--- config.mk ---
export PLATFORM = sky130hd
export DESIGN_NAME = rtttl_note_stream_parser
export DESIGN_NICKNAME = d
export VERILOG_FILES = /design/src/sv/rtttl_pkg.sv /design/src/sv/rtttl_note_stream_parser.sv /design/src/sv/rtttl_ctrl.sv /design/src/sv/rtttl_dp.sv
export SDC_FILE = /design/constraint.sdc
export NUM_CORES = 1
export LEC_CHECK = 0
export BUFFER_PORTS_ARGS = -buffer_cell sky130_fd_sc_hd__buf_2
export CELL_PAD_IN_SITES_DETAIL_PLACEMENT = 0
export CELL_PAD_IN_SITES_GLOBAL_PLACEMENT = 2
export CORE_UTILIZATION = 36
export DETAILED_ROUTE_END_ITERATION = 7
export PLACE_DENSITY_LB_ADDON = 0.1
export SETUP_SLACK_MARGIN = 0.4
export SLEW_MARGIN = 30
export SYNTH_ARGS = -nofsm -noshare
export SYNTH_HDL_FRONTEND = slang
export SYNTH_SLANG_ARGS = --single-unit
--- constraint.sdc ---
create_clock -name clk -period 3.6 [get_ports clk]
set_input_delay 0.18 -clock clk [delete_from_list [all_inputs] [get_ports clk]]
set_output_delay 0.18 -clock clk [all_outputs]
set_load 0.05 [all_outputs]
--- src/sv/rtttl_pkg.sv ---
`timescale 1ns / 1ps
// Package for the RTTTL note stream parser: parse phases, controller states,
// command and status structs, character codes and the note letter table.
// No dependencies.
package rtttl_pkg;

    typedef enum logic [3:0] {
        PH_NAME    = 4'd0,
        PH_HD      = 4'd1,
        PH_HD_NUM  = 4'd2,
        PH_HO      = 4'd3,
        PH_HO_VAL  = 4'd4,
        PH_HO_SEP  = 4'd5,
        PH_HB      = 4'd6,
        PH_HB_NUM  = 4'd7,
        PH_N_NUM   = 4'd8,
        PH_N_SHARP = 4'd9,
        PH_N_DOT1  = 4'd10,
        PH_N_OCT   = 4'd11,
        PH_N_DOT2  = 4'd12,
        PH_N_COMMA = 4'd13,
        PH_DONE    = 4'd14
    } phase_t;

    typedef enum logic [1:0] {
        CS_IDLE,
        CS_STEP,
        CS_DIV,
        CS_EMIT
    } ctl_state_t;

    typedef struct packed {
        logic load_char;
        logic restore;
        logic acc_digit;
        logic acc_clear;
        logic started_set;
        logic started_clear;
        logic set_dur;
        logic set_oct;
        logic set_tempo;
        logic div_whole;
        logic div_note;
        logic set_sem;
        logic sem_rest;
        logic sem_inc;
        logic dot;
        logic set_octreg;
        logic emit;
    } ctl_cmd_t;

    typedef struct packed {
        logic c_zero;
        logic c_digit;
        logic c_colon;
        logic c_comma;
        logic c_hash;
        logic c_dot;
        logic c_d;
        logic c_o;
        logic c_b;
        logic started;
        logic div_done;
        logic out_free;
    } dp_status_t;

    localparam logic [7:0] CH_NUL   = 8'd0;
    localparam logic [7:0] CH_HASH  = 8'd35;
    localparam logic [7:0] CH_COMMA = 8'd44;
    localparam logic [7:0] CH_DOT   = 8'd46;
    localparam logic [7:0] CH_ZERO  = 8'd48;
    localparam logic [7:0] CH_THREE = 8'd51;
    localparam logic [7:0] CH_EIGHT = 8'd56;
    localparam logic [7:0] CH_NINE  = 8'd57;
    localparam logic [7:0] CH_COLON = 8'd58;
    localparam logic [7:0] CH_A     = 8'd97;
    localparam logic [7:0] CH_B     = 8'd98;
    localparam logic [7:0] CH_C     = 8'd99;
    localparam logic [7:0] CH_D     = 8'd100;
    localparam logic [7:0] CH_E     = 8'd101;
    localparam logic [7:0] CH_F     = 8'd102;
    localparam logic [7:0] CH_G     = 8'd103;
    localparam logic [7:0] CH_O     = 8'd111;

    localparam logic [15:0] DEF_DUR    = 16'd4;
    localparam logic [3:0]  DEF_OCT    = 4'd6;
    localparam logic [15:0] DEF_BPM    = 16'd63;
    localparam logic [17:0] DEF_WHOLE  = 18'd3808;
    localparam logic [17:0] MS_PER_MIN = 18'd60000;
    localparam logic [3:0]  SEM_REST   = 4'd12;
    localparam logic [15:0] ACC_MAX    = 16'd65535;
    localparam int          DIV_STEPS  = 18;

    function automatic logic [3:0] letter_semi(input logic [7:0] c);
        logic [3:0] s;
        case (c)
            CH_A:    s = 4'd9;
            CH_B:    s = 4'd11;
            CH_C:    s = 4'd0;
            CH_D:    s = 4'd2;
            CH_E:    s = 4'd4;
            CH_F:    s = 4'd5;
            CH_G:    s = 4'd7;
            default: s = SEM_REST;
        endcase
        return s;
    endfunction

endpackage

--- src/sv/rtttl_note_stream_parser.sv ---
`timescale 1ns / 1ps
// Top level of the RTTTL note stream parser: joins controller and datapath.
// Depends on rtttl_pkg, rtttl_ctrl and rtttl_dp.
//
//  Channel | Direction | Word contents
//  s_axis  | in        | tdata: ch[7:0]; tuser: cmd[0]
//  m_axis  | out       | tdata: pitch_class[3:0], note_octave[7:4], duration_ms[23:8];
//          |           | tuser: is_rest[0]
//
// A character word is accepted and then runs one to six parse steps while the
// output does not stall. Each division runs on the shared 18-step restoring
// divider; a word that ends the header can run two of them.
// An end marker inside a begun note adds an emit state that loads the result.
// A stalled output word holds the parser at its next note emission only.
// Reset restores the song defaults at once; no clearing pass is needed.
module rtttl_note_stream_parser
    import rtttl_pkg::*;
(
    input  logic        clk,
    input  logic        rst_n,
    input  logic        s_axis_tvalid,
    output logic        s_axis_tready,
    input  logic [7:0]  s_axis_tdata,  // ch[7:0]
    input  logic [0:0]  s_axis_tuser,  // cmd[0]
    output logic        m_axis_tvalid,
    input  logic        m_axis_tready,
    output logic [23:0] m_axis_tdata,  // pitch_class[3:0], note_octave[7:4], duration_ms[23:8]
    output logic [0:0]  m_axis_tuser   // is_rest[0]
);

    ctl_cmd_t   cmd;
    dp_status_t st;
    logic [3:0]  pitch;
    logic [3:0]  octave;
    logic        rest;
    logic [15:0] dur;

    rtttl_ctrl u_ctrl (
        .clk      (clk),
        .rst_n    (rst_n),
        .in_valid (s_axis_tvalid),
        .in_cmd   (s_axis_tuser[0]),
        .in_ready (s_axis_tready),
        .st       (st),
        .cmd      (cmd)
    );

    rtttl_dp u_dp (
        .clk        (clk),
        .rst_n      (rst_n),
        .in_ch      (s_axis_tdata),
        .cmd        (cmd),
        .st         (st),
        .out_ready  (m_axis_tready),
        .out_valid  (m_axis_tvalid),
        .out_pitch  (pitch),
        .out_octave (octave),
        .out_rest   (rest),
        .out_dur    (dur)
    );

    assign m_axis_tdata = {dur, octave, pitch};
    assign m_axis_tuser = rest;

    a_char_busy: assert property (@(posedge clk) disable iff (!rst_n)
        s_axis_tvalid && s_axis_tready && !s_axis_tuser[0] |=> !s_axis_tready)
        else $error("parser ready right after taking a character word");

    a_emit_free: assert property (@(posedge clk) disable iff (!rst_n)
        cmd.emit |-> (!m_axis_tvalid || m_axis_tready))
        else $error("note emitted over an unaccepted output word");

    a_div_one: assert property (@(posedge clk) disable iff (!rst_n)
        !(cmd.div_whole && cmd.div_note))
        else $error("two divisions started together");

    a_div_busy: assert property (@(posedge clk) disable iff (!rst_n)
        cmd.div_whole || cmd.div_note |=> !s_axis_tready)
        else $error("parser ready while a division runs");

endmodule

--- src/sv/rtttl_ctrl.sv ---
`timescale 1ns / 1ps
// Controller of the RTTTL note stream parser: handshake state machine and
// text parse phase. Depends on rtttl_pkg.
module rtttl_ctrl
    import rtttl_pkg::*;
(
    input  logic       clk,
    input  logic       rst_n,
    input  logic       in_valid,
    input  logic       in_cmd,
    output logic       in_ready,
    input  dp_status_t st,
    output ctl_cmd_t   cmd
);

    ctl_state_t state_reg, state_next;
    phase_t     phase_reg, phase_next;
    logic       skip_reg, skip_next;
    logic       again_reg, again_next;
    logic       emit_pend_reg, emit_pend_next;
    logic       hdr_end;

    assign hdr_end = st.c_zero && (phase_reg < PH_N_NUM);

    always_ff @(posedge clk or negedge rst_n)
    begin
        if (!rst_n)
        begin
            state_reg     <= CS_IDLE;
            phase_reg     <= PH_NAME;
            skip_reg      <= 1'b0;
            again_reg     <= 1'b0;
            emit_pend_reg <= 1'b0;
        end
        else
        begin
            state_reg     <= state_next;
            phase_reg     <= phase_next;
            skip_reg      <= skip_next;
            again_reg     <= again_next;
            emit_pend_reg <= emit_pend_next;
        end
    end

    always_comb
    begin
        state_next     = state_reg;
        phase_next     = phase_reg;
        skip_next      = skip_reg;
        again_next     = again_reg;
        emit_pend_next = emit_pend_reg;
        case (state_reg)
            CS_IDLE:
            begin
                if (in_valid)
                begin
                    if (in_cmd)
                    begin
                        phase_next = PH_NAME;
                        skip_next  = 1'b0;
                    end
                    else
                    begin
                        state_next = CS_STEP;
                    end
                end
            end
            CS_STEP:
            begin
                state_next = CS_IDLE;
                if (hdr_end)
                begin
                    phase_next = PH_DONE;
                    skip_next  = 1'b0;
                end
                else
                begin
                    case (phase_reg)
                        PH_NAME:
                        begin
                            if (st.c_colon)
                            begin
                                phase_next = PH_HD;
                            end
                        end
                        PH_HD:
                        begin
                            if (st.c_d)
                            begin
                                phase_next = PH_HD_NUM;
                                skip_next  = 1'b1;
                            end
                            else
                            begin
                                phase_next = PH_HO;
                                state_next = CS_STEP;
                            end
                        end
                        PH_HD_NUM:
                        begin
                            if (skip_reg)
                            begin
                                skip_next = 1'b0;
                            end
                            else if (!st.c_digit)
                            begin
                                phase_next = PH_HO;
                                if (!st.c_comma)
                                begin
                                    state_next = CS_STEP;
                                end
                            end
                        end
                        PH_HO:
                        begin
                            if (st.c_o)
                            begin
                                phase_next = PH_HO_VAL;
                                skip_next  = 1'b1;
                            end
                            else
                            begin
                                phase_next = PH_HB;
                                state_next = CS_STEP;
                            end
                        end
                        PH_HO_VAL:
                        begin
                            if (skip_reg)
                            begin
                                skip_next = 1'b0;
                            end
                            else
                            begin
                                phase_next = PH_HO_SEP;
                            end
                        end
                        PH_HO_SEP:
                        begin
                            phase_next = PH_HB;
                            if (!st.c_comma)
                            begin
                                state_next = CS_STEP;
                            end
                        end
                        PH_HB:
                        begin
                            if (st.c_b)
                            begin
                                phase_next = PH_HB_NUM;
                                skip_next  = 1'b1;
                            end
                            else
                            begin
                                phase_next     = PH_N_NUM;
                                again_next     = 1'b1;
                                emit_pend_next = 1'b0;
                                state_next     = CS_DIV;
                            end
                        end
                        PH_HB_NUM:
                        begin
                            if (skip_reg)
                            begin
                                skip_next = 1'b0;
                            end
                            else if (!st.c_digit)
                            begin
                                phase_next     = PH_N_NUM;
                                again_next     = !st.c_colon;
                                emit_pend_next = 1'b0;
                                state_next     = CS_DIV;
                            end
                        end
                        PH_N_NUM:
                        begin
                            if (st.c_zero)
                            begin
                                phase_next = PH_DONE;
                                if (st.started)
                                begin
                                    again_next     = 1'b0;
                                    emit_pend_next = 1'b1;
                                    state_next     = CS_DIV;
                                end
                            end
                            else if (!st.c_digit)
                            begin
                                phase_next     = PH_N_SHARP;
                                again_next     = 1'b0;
                                emit_pend_next = 1'b0;
                                state_next     = CS_DIV;
                            end
                        end
                        PH_N_SHARP:
                        begin
                            phase_next = PH_N_DOT1;
                            if (!st.c_hash)
                            begin
                                state_next = CS_STEP;
                            end
                        end
                        PH_N_DOT1:
                        begin
                            phase_next = PH_N_OCT;
                            if (!st.c_dot)
                            begin
                                state_next = CS_STEP;
                            end
                        end
                        PH_N_OCT:
                        begin
                            phase_next = PH_N_DOT2;
                            if (!st.c_digit)
                            begin
                                state_next = CS_STEP;
                            end
                        end
                        PH_N_DOT2:
                        begin
                            phase_next = PH_N_COMMA;
                            if (!st.c_dot)
                            begin
                                state_next = CS_STEP;
                            end
                        end
                        PH_N_COMMA:
                        begin
                            if (!st.out_free)
                            begin
                                state_next = CS_STEP;
                            end
                            else
                            begin
                                phase_next = PH_N_NUM;
                                if (!st.c_comma)
                                begin
                                    state_next = CS_STEP;
                                end
                            end
                        end
                        default:
                        begin
                            state_next = CS_IDLE;
                        end
                    endcase
                end
            end
            CS_DIV:
            begin
                if (st.div_done)
                begin
                    if (emit_pend_reg)
                    begin
                        state_next = CS_EMIT;
                    end
                    else if (again_reg)
                    begin
                        state_next = CS_STEP;
                    end
                    else
                    begin
                        state_next = CS_IDLE;
                    end
                end
            end
            CS_EMIT:
            begin
                if (st.out_free)
                begin
                    emit_pend_next = 1'b0;
                    state_next     = again_reg ? CS_STEP : CS_IDLE;
                end
            end
            default:
            begin
                state_next = CS_IDLE;
            end
        endcase
    end

    always_comb
    begin
        cmd      = '0;
        in_ready = (state_reg == CS_IDLE);
        case (state_reg)
            CS_IDLE:
            begin
                cmd.load_char = in_valid && !in_cmd;
                cmd.restore   = in_valid && in_cmd;
            end
            CS_STEP:
            begin
                if (!hdr_end)
                begin
                    case (phase_reg)
                        PH_HD:
                        begin
                            cmd.acc_clear = st.c_d;
                        end
                        PH_HD_NUM:
                        begin
                            if (!skip_reg)
                            begin
                                cmd.acc_digit = st.c_digit;
                                cmd.set_dur   = !st.c_digit;
                            end
                        end
                        PH_HO_VAL:
                        begin
                            cmd.set_oct = !skip_reg;
                        end
                        PH_HB:
                        begin
                            cmd.acc_clear     = 1'b1;
                            cmd.started_clear = !st.c_b;
                            cmd.div_whole     = !st.c_b;
                        end
                        PH_HB_NUM:
                        begin
                            if (!skip_reg)
                            begin
                                cmd.acc_digit     = st.c_digit;
                                cmd.set_tempo     = !st.c_digit;
                                cmd.div_whole     = !st.c_digit;
                                cmd.acc_clear     = !st.c_digit;
                                cmd.started_clear = !st.c_digit;
                            end
                        end
                        PH_N_NUM:
                        begin
                            if (st.c_digit)
                            begin
                                cmd.acc_digit   = 1'b1;
                                cmd.started_set = 1'b1;
                            end
                            else if (st.c_zero)
                            begin
                                cmd.div_note = st.started;
                                cmd.sem_rest = st.started;
                            end
                            else
                            begin
                                cmd.div_note = 1'b1;
                                cmd.set_sem  = 1'b1;
                            end
                        end
                        PH_N_SHARP:
                        begin
                            cmd.sem_inc = st.c_hash;
                        end
                        PH_N_DOT1, PH_N_DOT2:
                        begin
                            cmd.dot = st.c_dot;
                        end
                        PH_N_OCT:
                        begin
                            cmd.set_octreg = st.c_digit;
                        end
                        PH_N_COMMA:
                        begin
                            cmd.emit          = st.out_free;
                            cmd.acc_clear     = st.out_free;
                            cmd.started_clear = st.out_free;
                        end
                        default:
                        begin
                            cmd = '0;
                        end
                    endcase
                end
            end
            CS_EMIT:
            begin
                cmd.emit = st.out_free;
            end
            default:
            begin
                cmd = '0;
            end
        endcase
    end

endmodule

--- src/sv/rtttl_dp.sv ---
`timescale 1ns / 1ps
// Datapath of the RTTTL note stream parser: character register, number
// accumulator, song defaults, note registers, shared divider and output word.
// Depends on rtttl_pkg.
module rtttl_dp
    import rtttl_pkg::*;
(
    input  logic        clk,
    input  logic        rst_n,
    input  logic [7:0]  in_ch,
    input  ctl_cmd_t    cmd,
    output dp_status_t  st,
    input  logic        out_ready,
    output logic        out_valid,
    output logic [3:0]  out_pitch,
    output logic [3:0]  out_octave,
    output logic        out_rest,
    output logic [15:0] out_dur
);

    localparam int CNT_W = $clog2(DIV_STEPS);

    logic [7:0]  ch_reg;
    logic [15:0] acc_reg, acc_next;
    logic [15:0] dflt_dur_reg, dflt_dur_next;
    logic [3:0]  dflt_oct_reg, dflt_oct_next;
    logic [15:0] tempo_reg, tempo_next;
    logic [17:0] whole_reg, whole_next;
    logic [19:0] dur_reg, dur_next;
    logic [3:0]  sem_reg, sem_next;
    logic [3:0]  octreg_reg, octreg_next;
    logic        started_reg, started_next;

    logic              busy_reg, busy_next;
    logic              sel_note_reg, sel_note_next;
    logic [CNT_W-1:0]  cnt_reg, cnt_next;
    logic [15:0]       rem_reg, rem_next;
    logic [17:0]       quo_reg, quo_next;
    logic [15:0]       dvsr_reg, dvsr_next;
    logic [16:0]       trial;
    logic              fits;
    logic              last_step;
    logic [15:0]       note_div;

    logic        ov_reg, ov_next;
    logic [3:0]  op_reg, op_next;
    logic [3:0]  oo_reg, oo_next;
    logic        or_reg, or_next;
    logic [15:0] od_reg, od_next;

    logic        is_digit;
    logic        acc_nz;
    logic [19:0] acc_x10;
    logic        sem_is_rest;

    assign is_digit    = (ch_reg >= CH_ZERO) && (ch_reg <= CH_NINE);
    assign acc_nz      = (acc_reg != 16'd0);
    assign acc_x10     = {1'b0, acc_reg, 3'b000} + {3'b000, acc_reg, 1'b0}
                         + {16'd0, ch_reg[3:0]};
    assign sem_is_rest = (sem_reg >= SEM_REST);
    assign trial       = {rem_reg, quo_reg[17]};
    assign fits        = (trial >= {1'b0, dvsr_reg});
    assign last_step   = busy_reg && (cnt_reg == CNT_W'(DIV_STEPS - 1));
    assign note_div    = acc_nz ? acc_reg : dflt_dur_reg;

    always_comb
    begin
        st.c_zero   = (ch_reg == CH_NUL);
        st.c_digit  = is_digit;
        st.c_colon  = (ch_reg == CH_COLON);
        st.c_comma  = (ch_reg == CH_COMMA);
        st.c_hash   = (ch_reg == CH_HASH);
        st.c_dot    = (ch_reg == CH_DOT);
        st.c_d      = (ch_reg == CH_D);
        st.c_o      = (ch_reg == CH_O);
        st.c_b      = (ch_reg == CH_B);
        st.started  = started_reg;
        st.div_done = last_step;
        st.out_free = !ov_reg || out_ready;
    end

    always_comb
    begin
        acc_next      = acc_reg;
        dflt_dur_next = dflt_dur_reg;
        dflt_oct_next = dflt_oct_reg;
        tempo_next    = tempo_reg;
        whole_next    = whole_reg;
        dur_next      = dur_reg;
        sem_next      = sem_reg;
        octreg_next   = octreg_reg;
        started_next  = started_reg;
        busy_next     = busy_reg;
        sel_note_next = sel_note_reg;
        cnt_next      = cnt_reg;
        rem_next      = rem_reg;
        quo_next      = quo_reg;
        dvsr_next     = dvsr_reg;

        if (cmd.acc_digit)
        begin
            acc_next = (acc_x10 > {4'd0, ACC_MAX}) ? ACC_MAX : acc_x10[15:0];
        end
        if (cmd.acc_clear)
        begin
            acc_next = 16'd0;
        end
        if (cmd.started_set)
        begin
            started_next = 1'b1;
        end
        if (cmd.started_clear)
        begin
            started_next = 1'b0;
        end
        if (cmd.set_dur && acc_nz)
        begin
            dflt_dur_next = acc_reg;
        end
        if (cmd.set_oct && (ch_reg >= CH_THREE) && (ch_reg <= CH_EIGHT))
        begin
            dflt_oct_next = ch_reg[3:0];
        end
        if (cmd.set_tempo && acc_nz)
        begin
            tempo_next = acc_reg;
        end
        if (cmd.set_sem)
        begin
            sem_next = letter_semi(ch_reg);
        end
        if (cmd.sem_rest)
        begin
            sem_next = SEM_REST;
        end
        if (cmd.sem_inc)
        begin
            sem_next = sem_reg + 4'd1;
        end
        if (cmd.dot)
        begin
            dur_next = dur_reg + {1'b0, dur_reg[19:1]};
        end
        if (cmd.set_octreg)
        begin
            octreg_next = ch_reg[3:0];
        end

        if (cmd.div_whole)
        begin
            busy_next     = 1'b1;
            sel_note_next = 1'b0;
            cnt_next      = '0;
            rem_next      = 16'd0;
            quo_next      = MS_PER_MIN;
            dvsr_next     = (tempo_next == 16'd0) ? 16'd1 : tempo_next;
        end
        else if (cmd.div_note)
        begin
            busy_next     = 1'b1;
            sel_note_next = 1'b1;
            cnt_next      = '0;
            rem_next      = 16'd0;
            quo_next      = whole_reg;
            dvsr_next     = (note_div == 16'd0) ? 16'd1 : note_div;
            octreg_next   = dflt_oct_reg;
        end
        else if (busy_reg)
        begin
            rem_next = fits ? 16'(trial - {1'b0, dvsr_reg}) : trial[15:0];
            quo_next = {quo_reg[16:0], fits};
            cnt_next = cnt_reg + CNT_W'(1);
            if (last_step)
            begin
                busy_next = 1'b0;
                if (sel_note_reg)
                begin
                    dur_next = {2'b00, quo_reg[16:0], fits};
                end
                else
                begin
                    whole_next = {quo_reg[14:0], fits, 2'b00};
                end
            end
        end

        if (cmd.restore)
        begin
            acc_next      = 16'd0;
            dflt_dur_next = DEF_DUR;
            dflt_oct_next = DEF_OCT;
            tempo_next    = DEF_BPM;
            whole_next    = DEF_WHOLE;
            dur_next      = 20'd0;
            sem_next      = SEM_REST;
            octreg_next   = DEF_OCT;
            started_next  = 1'b0;
        end
    end

    always_comb
    begin
        ov_next = ov_reg;
        op_next = op_reg;
        oo_next = oo_reg;
        or_next = or_reg;
        od_next = od_reg;
        if (out_ready)
        begin
            ov_next = 1'b0;
        end
        if (cmd.emit)
        begin
            ov_next = 1'b1;
            op_next = sem_is_rest ? 4'd0 : sem_reg;
            oo_next = octreg_reg;
            or_next = sem_is_rest;
            od_next = dur_reg[15:0];
        end
    end

    always_ff @(posedge clk or negedge rst_n)
    begin
        if (!rst_n)
        begin
            acc_reg      <= 16'd0;
            dflt_dur_reg <= DEF_DUR;
            dflt_oct_reg <= DEF_OCT;
            tempo_reg    <= DEF_BPM;
            whole_reg    <= DEF_WHOLE;
            dur_reg      <= 20'd0;
            sem_reg      <= SEM_REST;
            octreg_reg   <= DEF_OCT;
            started_reg  <= 1'b0;
            busy_reg     <= 1'b0;
            ov_reg       <= 1'b0;
        end
        else
        begin
            acc_reg      <= acc_next;
            dflt_dur_reg <= dflt_dur_next;
            dflt_oct_reg <= dflt_oct_next;
            tempo_reg    <= tempo_next;
            whole_reg    <= whole_next;
            dur_reg      <= dur_next;
            sem_reg      <= sem_next;
            octreg_reg   <= octreg_next;
            started_reg  <= started_next;
            busy_reg     <= busy_next;
            ov_reg       <= ov_next;
        end
    end

    always_ff @(posedge clk)
    begin
        if (cmd.load_char)
        begin
            ch_reg <= in_ch;
        end
        sel_note_reg <= sel_note_next;
        cnt_reg      <= cnt_next;
        rem_reg      <= rem_next;
        quo_reg      <= quo_next;
        dvsr_reg     <= dvsr_next;
        op_reg       <= op_next;
        oo_reg       <= oo_next;
        or_reg       <= or_next;
        od_reg       <= od_next;
    end

    assign out_valid  = ov_reg;
    assign out_pitch  = op_reg;
    assign out_octave = oo_reg;
    assign out_rest   = or_reg;
    assign out_dur    = od_reg;

endmodule

==> reports/metrics.cfg, run 1 <==
[synthesis]
synth_compound_area_share_pct=21.3
synth-simple-area-share_pct=17.5
syn_area_per_cell_um2=9.20
synth-seq-area-share_pct=41.9
ys_ff_latch=197
dominantRegCellSynth=dfrtp_1
synth_top_cell_area_share_pct=18.7
synth_edf_count=49
yosys_warnings=0
synth_area_leader_cell=dfrtp_1
ys_top_cells_by_area=dfrtp_1 (19%), edfxtp_1 (12%), ha_1 (7.2%)
syn_inst=1297
syn_nets=1383
synth_xor_area_share_pct=2.20
synth_top_family_by_area=compound AO/OA/AOI/OAI gates
async_flop_share_pct=54.8
synth_cell_type_count=87
yosys.area_share.adder_pct=7.90
synth_mux_area_share_pct=4.71
synthesis.area_um2=11900

[floorplan]
chipWidth_um=184
ios=40
die-area_um2=33900
placementRows=66
start_util_pct=36.6
die_y_um=184
core_um2=32600

[layout]
fin_nets=1433
most-common-layout-cells=nand2_1 (128), nor2_1 (119), dfrtp_1 (87)
regArea_um2=5000
syn_to_final_growth_pct=13.8
antenna_cells=0
fin_cells=1802
fill_cells=3236
largest_register_ffs=20
multi_input_area_um2=6520
final_common_cell=nand2_1
drive_gt1_share_pct=13.5

[pwr]
p_per_area_nw_per_um2=590
p_leak_uw=0.00598
ir_drop_v=0.000375
power_uw=8020

[global_route]
grt_pass1_wl_um=52800
grt_max_degree=56
grt_busiest_layer=met2
grt_antenna_before_repair=0
track_usage_pct=19.8
met2_usage_pct=31.7
grt_pass1_vias=9539
use_met3_pct=2.73
overflow=0
met1_usage_pct=27.8

[sta]
whs_ns=0.116
finalClockSkew_ns=0.0141
setup_ws_ns=0.224
slew_violations=0
rsz0062_at_grt=true
fmax_ghz=0.296
hold_viol_final=0
min_period_ns=3.38
finalSetupViolCount=0
timing.final.crit_share_pct=93.8
relSlewSlack_pct=42.9
setup_tns_ns=0
worstMarginPinSlew_ns=0.850

[clock_network]
cts_sinks=197
clk_latency_ns=0.45
cts_buffers=17
htreeDepth=4
path_clk_slew_ns=0.07
cts_tree=done
cts_buffer_depth=2
root_buffer=clkbuf_16

[drt]
detail_route.wl_per_cell_um=17.9
drt_wl_total_um=32300
first_pass_iters=7
via_per_inst=5.43
drcViolationCount=0
drtIter0Drc=547
vias=9792
ant_nets=0

[setup_path]
path_class=reg2reg
cp.arrival_ns=3.70
rr_worst_depth=11
r2r-start=u_dp.ch_reg[2]$_DFFE_PP_
required_ns=3.93
reg2reg_to=u_dp.acc_reg[1]$_DFFE_PN0P_
ff2ff_setup_slack_ns=0.22
cp-start-kind=register
worstPathMaxFanout=8
cp-end-kind=register

[place]
port_buffers=39
place_congestion=0.795
placedCellCount=1749
preCtsSetupSlack_ns=0.102
place_hpwl_um=22600

[min_path]
hp-start=s_axis_tvalid
hold_path_class=in2reg
worstHoldEndpoint=u_ctrl.state_reg[0]$_DFFE_PN0P_
hold_depth=3

[status]
status=finished, final reports clean

[run]
cap_viol_max_count=0

[synthesized netlist by cell type, types with 5 or more instances]
cell type    n
dfstp_2     19
buf_2        9
nand4_1     15
o211ai_1    14
or3_1       11
nand3_1     46
nor2_1     120
o21ai_0     83
clkbuf_1    58
a222oi_1    12
a31oi_1     17
nand2b_1    12
a311oi_1     7
mux2i_1     55
a21o_1      18
dfrtp_1     89
edfxtp_1    49
dfxtp_1     40
nor2b_1     12
nor3_1      24
o21ai_1      5
nand2_1    129
o21a_1      11
inv_1       65
and2_1       6
o31ai_1      5
a211oi_1    30
and3_1       7
ha_1        69
a21oi_1     77
a221o_1     17
xor2_1      10
o21bai_1    11
xnor2_1     20
nor4_1      17
[worst max path at each step]
stage / startpoint / to / cells after the start
finish: u_dp.ch_reg[2]$_DFFE_PP_ / u_dp.acc_reg[1]$_DFFE_PN0P_ / 11
global route: u_dp.ch_reg[3]$_DFFE_PP_ / u_dp.acc_reg[1]$_DFFE_PN0P_ / 10
CTS: u_dp.ch_reg[3]$_DFFE_PP_ / u_dp.acc_reg[14]$_DFFE_PN0P_ / 10
detailed placement: u_dp.acc_reg[0]$_DFFE_PN0P_ / u_dp.acc_reg[14]$_DFFE_PN0P_ / 9
global placement: u_dp.ch_reg[3]$_DFFE_PP_ / u_dp.acc_reg[14]$_DFFE_PN0P_ / 9
floorplan: u_dp.ch_reg[2]$_DFFE_PP_ / u_dp.acc_reg[6]$_DFFE_PN0P_ / 11
[metal layers]
metal  up-vias  share of wire [%]
li1       4926                  -
met5         -                  0
met1      4678                 50
met3        30                2.8
met4         0                1.5
met2       158                 46
[critical path, cell delays in order (launching register included)]
cell and delay (ns):
edfxtp_1 0.42, ha_1 0.30, ha_2 0.22, fa_2 0.41, a211oi_2 0.23, o21ai_1 0.14, a311o_1 0.37, mux2i_2 0.20
a2111oi_4 0.28, buf_4 0.20, a41oi_4 0.18, a221o_1 0.32
[layout make-up]
| cell class | count | area share [%] |
|---|---|---|
| multi-input combinational | 963 | 48.0 |
| sequential | 197 | 36.8 |
| timing repair buffer | 101 | 5.05 |
| tap | 442 | 4.07 |
| clock buffer | 19 | 3.42 |
| inverter | 67 | 1.85 |
| clock inverter | 13 | 0.802 |
[per-stage QoR]
| stage | instance area [um^2] | utilization [%] |
|---|---|---|
| 3_5_place_dp | 12700 | 39.1 |
| 3_3_place_gp | 12700 | 39.1 |
| 4_1_cts | 13500 | 41.5 |
| 2_1_floorplan | 12000 | - |
| 6_report | 13600 | 41.6 |
| 5_1_grt | 13600 | 41.6 |
[where the power goes]
group / switching [uW] / total [uW] / internal, uW
Sequential: 382 / 3180 / 2790
Combinational: 1780 / 2940 / 1160
Clock: 934 / 1900 / 966
[what timing repair did]
action | CTS | global route
hold buffers | 9 | 0
endpoints found under the setup margin | 16 | 28
endpoints found under the hold margin | 50 | 0
buffers inserted | 7 | 4
resized for setup | 7 | 6
cloned | 1 | 0
pin swaps | 2 | 0
[cell families after synthesis]
| logic type | Yosys count |
|---|---|
| simple gates | 434 |
| flops | 197 |
| fa+ha+maj | 73 |
| compound gates | 369 |
| xor+xnor | 30 |
| buf+inv | 138 |
| mux | 56 |
No activity file was read; power rests on OpenSTA's default activity.
==> inputs of run 2 (changes only) <==
--- a/config.mk
+++ b/config.mk
@@ -5,10 +5,11 @@
 export SDC_FILE = /design/constraint.sdc
 export NUM_CORES = 1
 export LEC_CHECK = 0
+export ABC_AREA = 1
 export BUFFER_PORTS_ARGS = -buffer_cell sky130_fd_sc_hd__buf_2
 export CELL_PAD_IN_SITES_DETAIL_PLACEMENT = 0
 export CELL_PAD_IN_SITES_GLOBAL_PLACEMENT = 2
-export CORE_UTILIZATION = 36
+export CORE_UTILIZATION = 35
 export DETAILED_ROUTE_END_ITERATION = 7
 export PLACE_DENSITY_LB_ADDON = 0.1
 export SETUP_SLACK_MARGIN = 0.4
==> run 2 against run 1 <==
Clock power up 4%. Largest power group is now combinational cells. Sequential share of layout area down 0.44 points. Clock skew down 0.0051 ns. Sequential power up 9.7%. Die area up 6.3%. Global-route usage down 0.46 points. Core utilization down 2.0 points. Critical path depth up 6. Total power up 29%. Synthesized area up 3.4%. Non-clock buffer count down 35. Flip-flop and latch count unchanged.
==> reports/metrics.cfg, run 2 <==
[status]
status=finished, final reports clean

[synthesis]
synth_top_cell_area_share_pct=18.0  ; -0.62 points
ys_top_cells_by_area=dfrtp_1 (18%), edfxtp_1 (12%), nand2_1 (10%)
synth_cell_type_count=68  ; -22%
yosys_warnings=0  ; unchanged
synth_edf_count=49  ; unchanged
yosysMostFrequentCell=nand2_1
synth-seq-area-share_pct=40.5  ; -1.4 points
synth_common_cells=nand2_1 (341), inv_1 (176), a21oi_1 (112)
syn_nets=1615  ; +17%
syn_area_per_cell_um2=8.08  ; -12%
synth_area_leader_cell=dfrtp_1
synthesis.area_um2=12300  ; +3.4%
syn_inst=1529  ; +18%
async_flop_share_pct=54.8  ; unchanged
ys_ff_latch=197  ; unchanged
dominantRegCellSynth=dfrtp_1

[setup_path]
cp-end-kind=register
cpLargestDelayFamily=adder cells
cp.arrival_ns=3.24  ; -0.46 ns
crit_slowest_cell=fa_1
rr_worst_depth=17  ; +6
r2r-start=u_dp.acc_reg[0]$_DFFE_PN0P_
cp_slowest_stage_delay_ns=0.56  ; +0.14 ns
ff2ff_setup_slack_ns=0.69  ; +0.47 ns
path_class=reg2reg
path_cells=fa_1 -> fa_1 -> nand3_1 -> nand2_1 -> nand2_1 -> nand2_1 -> nand2_1 -> o21ai_2 -> nand3_1 -> nand2_1 -> nand2_1 -> nand2_1 -> nor2_2 -> buf_4 -> nand3_1 -> nand2_1 -> nand2_1
required_ns=3.93  ; about the same
worstPathMaxFanout=16  ; +8
reg2reg_to=u_dp.acc_reg[12]$_DFFE_PN0P_
crit_top_cell=nand2_1
cp-start-kind=register
crit_buf_inv=1  ; unchanged

[sta]
fmax_ghz=0.344  ; +16%
setup_tns_ns=0  ; unchanged
whs_ns=0.172  ; +0.0555 ns
finalSetupViolCount=0  ; unchanged
rsz0062_at_grt=false
hold_viol_final=0  ; unchanged
worstMarginPinSlew_ns=0.862  ; +0.0118 ns
min_period_ns=2.91  ; -0.466 ns
setup_ws_ns=0.690  ; +0.466 ns
timing.final.crit_share_pct=80.8  ; -13 points
relSlewSlack_pct=42.3  ; -0.56 points
finalClockSkew_ns=0.00892  ; -0.00515 ns
slew_violations=0  ; unchanged

[global_route]
track_usage_pct=19.3  ; -0.46 points
overflow=0  ; unchanged
grt_max_degree=76  ; +36%
grt_antenna_before_repair=0  ; unchanged
grt_pass1_vias=10117  ; +6.1%
grt_pass1_wl_um=54900  ; +3.9%

[drt]
drtIter0Drc=566  ; +3.5%
drt_wl_total_um=33800  ; +4.6%
drcViolationCount=0  ; unchanged
vias=10279  ; +5.0%
ant_nets=0  ; unchanged
first_pass_iters=5  ; -2
via_per_inst=5.03  ; -7.5%
detail_route.wl_per_cell_um=16.5  ; -7.8%

[place]
post_dp_cell_area_um2=13000  ; +2.3%
port_buffers=39  ; unchanged
place_hpwl_um=25300  ; +12%
place_congestion=0.870  ; +9.4%
preCtsSetupSlack_ns=0.679  ; +0.578 ns

[run]
cap_viol_max_count=0  ; unchanged

[pwr]
switchingPower_uw=4600  ; +48%
clkPwrFrac_pct=19.2  ; -4.5 points
pwr-share-seq_pct=33.9  ; -5.7 points
p_int_uw=5710  ; +16%
p_leak_uw=0.00638  ; +6.7%
ir_drop_v=0.000373  ; -0.41%
swShare_pct=44.6  ; +6.0 points
p_per_area_nw_per_um2=750  ; +27%
share_comb_of_total_power_pct=46.9  ; +10 points

[floorplan]
chipWidth_um=190  ; +3.1%
ios=40  ; unchanged
die-area_um2=36000  ; +6.3%
die_y_um=190  ; +3.1%
placementRows=68  ; +3.0%
start_util_pct=35.7  ; -0.94 points
core_um2=34600  ; +6.2%

[clock_network]
cts_sinks=197  ; unchanged
path_clk_slew_ns=0.08  ; about the same
cts_tree=done
cts_buffer_depth=2  ; unchanged
clk_latency_ns=0.45  ; about the same
htreeDepth=4  ; unchanged
cts_buffers=17  ; unchanged
root_buffer=clkbuf_16

[min_path]
hp-start=m_axis_tready
worstHoldEndpoint=u_dp.out_valid$_DFFE_PN0P_
hold_depth=3  ; unchanged
hold_path_class=in2reg

[layout]
regArea_um2=5000  ; about the same
multi_input_area_um2=6410  ; -1.7%
antenna_cells=0  ; unchanged
most-common-layout-cells=nand2_1 (341), inv_1 (176), a21oi_1 (111)
final_common_cell=nand2_1
fin_nets=1663  ; +16%
largest_register_ffs=20  ; unchanged
postLayoutCellArea_um2=13700  ; +1.2%
drive_gt1_share_pct=13.0  ; -0.50 points
syn_to_final_growth_pct=11.3
fill_cells=3645  ; +13%

run 2: cell types whose count changed after synthesis, moves of 14 or more:
cell      before  now
inv_1         65  176
clkbuf_1      58   12
nor2_1       120  106
nand2_1      129  341
nand3b_1       4   20
mux2i_1       55    5
nand4_1       15   31
a211oi_1      30    1
nand2_2        0   17
nor2_2         0   15
nand3_1       46  103
a21oi_1       77  112
a221o_1       17    0
run 2: worst reg2reg max path, cell delays in order (launching register included):
cell	delay, ns
dfrtp_1	0.46
fa_1	0.56
fa_1	0.48
nand3_1	0.10
nand2_1	0.08
nand2_1	0.07
nand2_1	0.05
nand2_1	0.12
o21ai_2	0.10
nand3_1	0.10
nand2_1	0.06
nand2_1	0.06
nand2_1	0.06
nor2_2	0.07
buf_4	0.21
nand3_1	0.11
nand2_1	0.08
nand2_1	0.05
run 2: power groups by stage:
stage | logic (uW) | registers [uW] | clock network [uW]
finish | 4840 | 3490 | 1980
global route | 5540 | 3570 | 2110
CTS | 4900 | 3500 | 2040
detailed placement | 4880 | 3540 | 0
global placement | 4890 | 3530 | 0
floorplan | 3560 | 3510 | 0
run 2: logic make-up after synthesis:
logic type      share of synthesized area (%)
fa+ha+maj                                7.64
buf+inv                                  7.69
mux                                     0.405
xor+xnor                                 2.41
flops                                    40.5
simple gates                             26.1
compound gates                           15.2
run 2: metal layers:
metal / track usage (%) / routed length (um) / vias up / share of wire (%)
li1: - / - / 5293 / -
met1: 27.4 / 17200 / 4829 / 51
met2: 31.0 / 15500 / 135 / 46
met3: 2.69 / 796 / 22 / 2.4
met4: 4.47 / 347 / 0 / 1.0
met5: 0 / 0 / - / 0
run 2: worst max path at each step:
stage / end / slack, ns / cells after the start / startpoint
after floorplan: u_dp.out_dur[0]$_DFFE_PP_ / 0.43 / 5 / u_dp.out_valid$_DFFE_PN0P_
after global placement: u_dp.acc_reg[13]$_DFFE_PN0P_ / 0.73 / 18 / u_dp.ch_reg[2]$_DFFE_PP_
after detailed placement: u_dp.acc_reg[9]$_DFFE_PN0P_ / 0.68 / 18 / u_dp.ch_reg[2]$_DFFE_PP_
after CTS: u_dp.acc_reg[9]$_DFFE_PN0P_ / 0.65 / 18 / u_dp.ch_reg[2]$_DFFE_PP_
after global routing: u_dp.acc_reg[12]$_DFFE_PN0P_ / 0.43 / 17 / u_dp.acc_reg[0]$_DFFE_PN0P_
final: u_dp.acc_reg[12]$_DFFE_PN0P_ / 0.69 / 17 / u_dp.acc_reg[0]$_DFFE_PN0P_
run 2: cell type report:
cell class / instances / share of cell area [%]
Clock buffer: 19 / 3.30
Clock inverter: 13 / 1.01
Inverter: 191 / 5.34
Multi-Input combinational cell: 1104 / 46.6
Sequential cell: 197 / 36.4
Tap cell: 455 / 4.14
Timing Repair Buffer: 66 / 3.20
run 2: repair_timing:
action                                  4_1_cts  5_1_grt
resized for setup                             0        2
hold endpoints to repair                     65        0
hold buffers                                  9        0
endpoints found under the setup margin        0        3
setup buffers                                 0        2
run 2: through the flow:
stage	util, %	instances	total power (uW)
after floorplan	-	1529	7070
after global placement	37.6	2002	8420
after detailed placement	37.6	2002	8420
after CTS	39.6	2043	10400
after global routing	39.7	2045	11200
final	39.7	2045	10300
